$ cat src/rtl/vfc_pkg.sv
// shared types and constants of the voxel face culling block
`default_nettype none
package vfc_pkg;

  localparam int IN_DATA_W  = 32;
  localparam int OUT_DATA_W = 88;
  localparam int CFG_DATA_W = 64;
  localparam int CFG_IDX_W  = 2;
  localparam int POS_X_W    = 6;
  localparam int POS_Y_W    = 7;
  localparam int POS_Z_W    = 6;
  localparam int BTYPE_W    = 6;
  localparam int WORLD_W    = 32;
  localparam int FACE_W     = 3;
  localparam int SIDE_W     = 3;
  localparam int NUM_FACES  = 6;
  // signed working width of neighbor coordinates
  localparam int COORD_W    = 12;

  localparam logic FUNC_WRITE = 1'b0;
  localparam logic FUNC_QUERY = 1'b1;

  localparam logic [CFG_IDX_W-1:0] CFG_SECTOR_SIDE = 2'd0;
  localparam logic [CFG_IDX_W-1:0] CFG_ORIGIN_X    = 2'd1;
  localparam logic [CFG_IDX_W-1:0] CFG_ORIGIN_Z    = 2'd2;
  localparam logic [CFG_IDX_W-1:0] CFG_TRANSP_MASK = 2'd3;

  // read slots: the six faces in output order, then the queried voxel itself
  typedef enum logic [FACE_W-1:0] {
    FACE_UP    = 3'd0,
    FACE_DOWN  = 3'd1,
    FACE_NORTH = 3'd2,
    FACE_SOUTH = 3'd3,
    FACE_EAST  = 3'd4,
    FACE_WEST  = 3'd5,
    SLOT_SELF  = 3'd6
  } slot_t;

  typedef struct packed {
    logic  accept;
    logic  issue;
    slot_t slot;
    logic  emit;
  } vfc_cmd_t;

  typedef struct packed {
    logic faces_left;
    logic out_free;
  } vfc_status_t;

endpackage
`default_nettype wire

$ cat src/rtl/vfc_ctrl.sv
// controller state machine: sequences store reads and face emission
`default_nettype none
module vfc_ctrl (
  input  wire logic                clk,
  input  wire logic                rst,
  input  wire logic                s_axis_tvalid,
  input  wire logic                s_axis_tuser,
  output logic                     s_axis_tready,
  input  wire vfc_pkg::vfc_status_t st,
  output vfc_pkg::vfc_cmd_t        cmd
);
  import vfc_pkg::*;

  typedef enum logic [1:0] {
    ST_IDLE,
    ST_READ,
    ST_WAIT,
    ST_EMIT
  } state_t;

  state_t state;
  slot_t  slot;

  always_ff @(posedge clk) begin
    if (rst) begin
      state <= ST_IDLE;
      slot  <= SLOT_SELF;
    end else begin
      case (state)
        ST_IDLE: begin
          slot <= SLOT_SELF;
          if (s_axis_tvalid && s_axis_tuser == FUNC_QUERY) begin
            state <= ST_READ;
          end
        end
        ST_READ: begin
          if (slot == SLOT_SELF) begin
            slot <= FACE_UP;
          end else if (slot == FACE_WEST) begin
            state <= ST_WAIT;
          end else begin
            slot <= slot_t'(slot + 3'd1);
          end
        end
        ST_WAIT: begin
          state <= ST_EMIT;
        end
        ST_EMIT: begin
          if (!st.faces_left) begin
            state <= ST_IDLE;
          end
        end
        default: begin
          state <= ST_IDLE;
        end
      endcase
    end
  end

  assign s_axis_tready = (state == ST_IDLE);

  always_comb begin
    cmd.accept = s_axis_tvalid && (state == ST_IDLE);
    cmd.issue  = (state == ST_READ);
    cmd.slot   = slot;
    cmd.emit   = (state == ST_EMIT) && st.faces_left && st.out_free;
  end

endmodule
`default_nettype wire

$ cat config.mk
export PLATFORM = sky130hd
export DESIGN_NAME = vfc_ctrl
export DESIGN_NICKNAME = d
export VERILOG_FILES = /design/src/rtl/vfc_pkg.sv /design/src/rtl/vfc_ctrl.sv
export SDC_FILE = /design/constraint.sdc
export NUM_CORES = 1
export LEC_CHECK = 0
export ABC_AREA = 1
export BUFFER_PORTS_ARGS = -buffer_cell sky130_fd_sc_hd__buf_2
export CELL_PAD_IN_SITES_DETAIL_PLACEMENT = 1
export CELL_PAD_IN_SITES_GLOBAL_PLACEMENT = 1
export CORE_AREA = 3 3 40 42
export CTS_CLUSTER_SIZE = 16
export DETAILED_ROUTE_END_ITERATION = 7
export DIE_AREA = 0 0 43 45
export GPL_ROUTABILITY_DRIVEN = 1
export PLACE_DENSITY_LB_ADDON = 0.12
export SLEW_MARGIN = 10
export SYNTH_ARGS = -nofsm -noshare
export SYNTH_HDL_FRONTEND = slang
export SYNTH_SLANG_ARGS = --single-unit
$ cat constraint.sdc
create_clock -name clk -period 1.48 [get_ports clk]
set_input_delay 0.074 -clock clk [delete_from_list [all_inputs] [get_ports clk]]
set_output_delay 0.074 -clock clk [all_outputs]
set_load 0.03 [all_outputs]
==> flow_metrics.py <==
metrics = {
    "die": {
        "initial_core_util": 0.303,
        "die_outline_area_mm2": 0.00194,
        "die_span_x_um": 43,
        "die_h_um": 45,
        "design.core.area_mm2": 0.00128,
        "boundaryPins": 13,
        "core.rowCount": 13,
    },
    "worst_setup_path": {
        "critical_path.max_stage_delay_ps": 360,
        "critPathCaptureType": "register",
        "regToRegEndpoint": "slot[0]",
        "worst_r2r_startpoint": "state[0]",
        "critPathLaunchType": "register",
        "path_max_fanout": 5,
        "worst_path_max_delay_cell": "sky130_fd_sc_hd__dfxtp_2",
        "critical_path_cell_list": "inv_1 -> ha_1 -> or2_1 -> nand2_2 -> nand2_1 -> a21oi_1",
        "arrival_ps": 1520,
        "worst_r2r_path_depth": 6,
        "worst-endpoint-required_ps": 1650,
        "ff2ff_setup_slack_ps": 130,
        "timing.setup.critical_path_class": "register to register",
    },
    "synthesis": {
        "yosysUniqueCellTypes": 13,
        "yosys_warnings": 0,
        "syn_nets": 70,
        "synth_top_area_cell": "sky130_fd_sc_hd__dfxtp_1",
        "synth_seq_area_share": 0.257,
        "yosys_register_bits": 5,
        "netlist.area_leader.share": 0.257,
        "synth_cells": 58,
        "mappedNetlistArea_um2": 389,
        "synthesis.area_per_instance_um2": 6.71,
        "post_synth_main_area_contributors": "sky130_fd_sc_hd__dfxtp_1, sky130_fd_sc_hd__ha_1, sky130_fd_sc_hd__inv_1",
    },
    "min_path": {
        "worst_hold_path.num_cells": 2,
        "hold_class": "input pin to register",
        "hold_path_end": "slot[0]",
        "min_from": "rst",
    },
    "place": {
        "finalWeightedCongestion": 0.725,
        "hpwl_um": 763,
        "placement.io_buffers": 12,
        "dpl_worst_slack_ps": 66.4,
    },
    "final_layout": {
        "final_core_util": 0.389,
        "drive_above_1_share": 0.297,
        "layout-area-overhead-vs-synth_pct": 28.3,
        "insertedDiodeCount": 0,
        "fin_nets": 87,
    },
    "sta": {
        "period_share": 0.911,
        "worstMarginPinSlew_ps": 231,
        "finalCriticalPeriod_ps": 1350,
        "timing.setup.tns_ps": 0,
        "skew_ps": 5.10,
        "slew_violations": 0,
        "layout_setup_ws_ps": 132,
        "count_of_endpoints_failing_hold_in_the_final_timing_report": 0,
        "setup-violations-final": 0,
        "max_clock_freq_mhz": 742,
        "unrepaired_setup_endpoints_after_global_routing": "no",
        "relSlewSlack": 0.846,
    },
    "grt": {
        "groute.usage.overall": 0.112,
        "grt_antenna_before_repair": 0,
        "overflow": 0,
        "grt_first_pass_wirelength_um": 1620,
        "pin_count_of_the_biggest_net_entering_global_routing": 8,
        "first_global_vias": 420,
    },
    "clock_tree": {
        "cts_tree": "done",
        "cts.sink_count": 5,
        "cts_hold_buf": 0,
        "cts_max_level": 1,
        "clk_path_buf_depth": 2,
        "ctsRootBufferMaster": "sky130_fd_sc_hd__clkbuf_4",
        "clk_latency_ps": 250,
        "worst_setup_hold_path_clk_slew_ps": 50,
        "cts_buffers": 3,
    },
    "drt": {
        "post_drt_wl_per_cell_um": 10.3,
        "drc_errors": 0,
        "dr_total_vias": 414,
        "route.detailed.vias_per_inst": 4.65,
        "antenna_left": 0,
        "drt-pass1-iter-count": 2,
        "totalWireLength_um": 913,
        "first_iteration_detailed_routing_drc_count": 4,
    },
    "run": {
        "max_cap_viol_count": 0,
    },
    "outcome": {
        "run_status": "finished, final reports clean",
    },
    "power": {
        "leakagePower_nw": 0.276,
        "vdd_ir_drop_max_mv": 0.559,
        "powerDensity_mw_per_mm2": 1910,
    },
}
-- worst max-delay path by stage --
stage	startpoint	end	cells past startpoint
2_1_floorplan	state[0]	slot[0]	6
3_3_place_gp	state[0]	slot[0]	6
3_5_place_dp	state[1]	slot[0]	6
4_1_cts	state[1]	slot[0]	6
5_1_grt	state[0]	slot[0]	6
6_report	state[0]	slot[0]	6
-- cell usage in the layout, fill, tap and decap left out --
cell type / Yosys / layout
sky130_fd_sc_hd__o21ai_1: 2 / 2
sky130_fd_sc_hd__inv_1: 10 / 10
sky130_fd_sc_hd__a21oi_1: 3 / 3
sky130_fd_sc_hd__nand2_1: 9 / 8
sky130_fd_sc_hd__o21ai_0: 2 / 2
sky130_fd_sc_hd__ha_1: 6 / 6
sky130_fd_sc_hd__buf_2: 0 / 12
sky130_fd_sc_hd__nand4_1: 5 / 5
sky130_fd_sc_hd__dfxtp_2: 0 / 2
sky130_fd_sc_hd__nand2_2: 3 / 4
sky130_fd_sc_hd__nand3_1: 3 / 3
sky130_fd_sc_hd__nor2_2: 1 / 1
sky130_fd_sc_hd__or2_1: 1 / 1
sky130_fd_sc_hd__clkbuf_1: 0 / 1
sky130_fd_sc_hd__dfxtp_1: 5 / 3
sky130_fd_sc_hd__nor2_1: 8 / 8
sky130_fd_sc_hd__clkbuf_4: 0 / 3
-- routing by layer --
layer  part of all wire  GRT usage  up-vias  routed length, um
li1                   -          -      216                  -
met1               0.44      0.137      186                406
met2               0.48      0.180       10                436
met3              0.055     0.0120        2                 50
met4              0.023     0.0904        0                 21
met5                  0          0        -                  0
-- stage by stage --
step           hold WS [ps]  std cells  total power [mW]  instance area (um^2)
6_report               22.6         89             0.951                   499
5_1_grt                32.4         89              1.04                   499
4_1_cts                23.4         89             0.953                   494
3_5_place_dp            269         85             0.789                   468
3_3_place_gp            266         85             0.788                   468
2_1_floorplan           143         58             0.653                   389
-- worst max-delay path, delay by kind of cell, from the launching register on --
| kind | cells | cell delay (ps) |
|---|---|---|
| DFF | 1 | 360 |
| buffers and inverters | 1 | 80 |
| AOI/OAI and AO/OA | 1 | 140 |
| adders and majority gates | 1 | 240 |
| and+or+nand+nor | 3 | 450 |
-- what timing repair did --
item,4_1_cts,5_1_grt
resized for setup,0,3
setup buffers,0,0
endpoints found under the setup margin,0,3
-- cells in the mapped netlist (all sizes together) --
cell	count
ha	6
nand4	5
a21oi	3
nand3	3
dfxtp	5
nand2	12
inv	10
o21ai	4
or2	1
nor2	9
-- logic make-up after synthesis --
| family | share of synthesized area |
|---|---|
| AO/OA/AOI/OAI | 0.0900 |
| AND/OR/NAND/NOR | 0.363 |
| adder cells (fa/ha/maj) | 0.193 |
| flip-flops | 0.257 |
| buffers and inverters | 0.0965 |
-- power by group --
part / internal (mW) / switching (mW) / total [mW] / leakage [nW]
logic: 0.192 / 0.365 / 0.557 / 0.219
registers: 0.179 / 0.0541 / 0.233 / 0.0418
clock network: 0.102 / 0.0591 / 0.161 / 0.0150
total: 0.473 / 0.478 / 0.951 / 0.276
-- flip-flops by register name (all words and copies together), names as in the netlist --
register / count
state: 2
slot: 3
-- cell type report --
type | count | area (um^2)
well taps | 15 | 18.8
clock buffers | 4 | 26.3
multi-input cells | 43 | 254
fillers | 186 | 786
inverters | 10 | 37.5
repair buffers | 12 | 60.1
flip-flops and latches | 5 | 103
(Power assumes the default switching activity.)
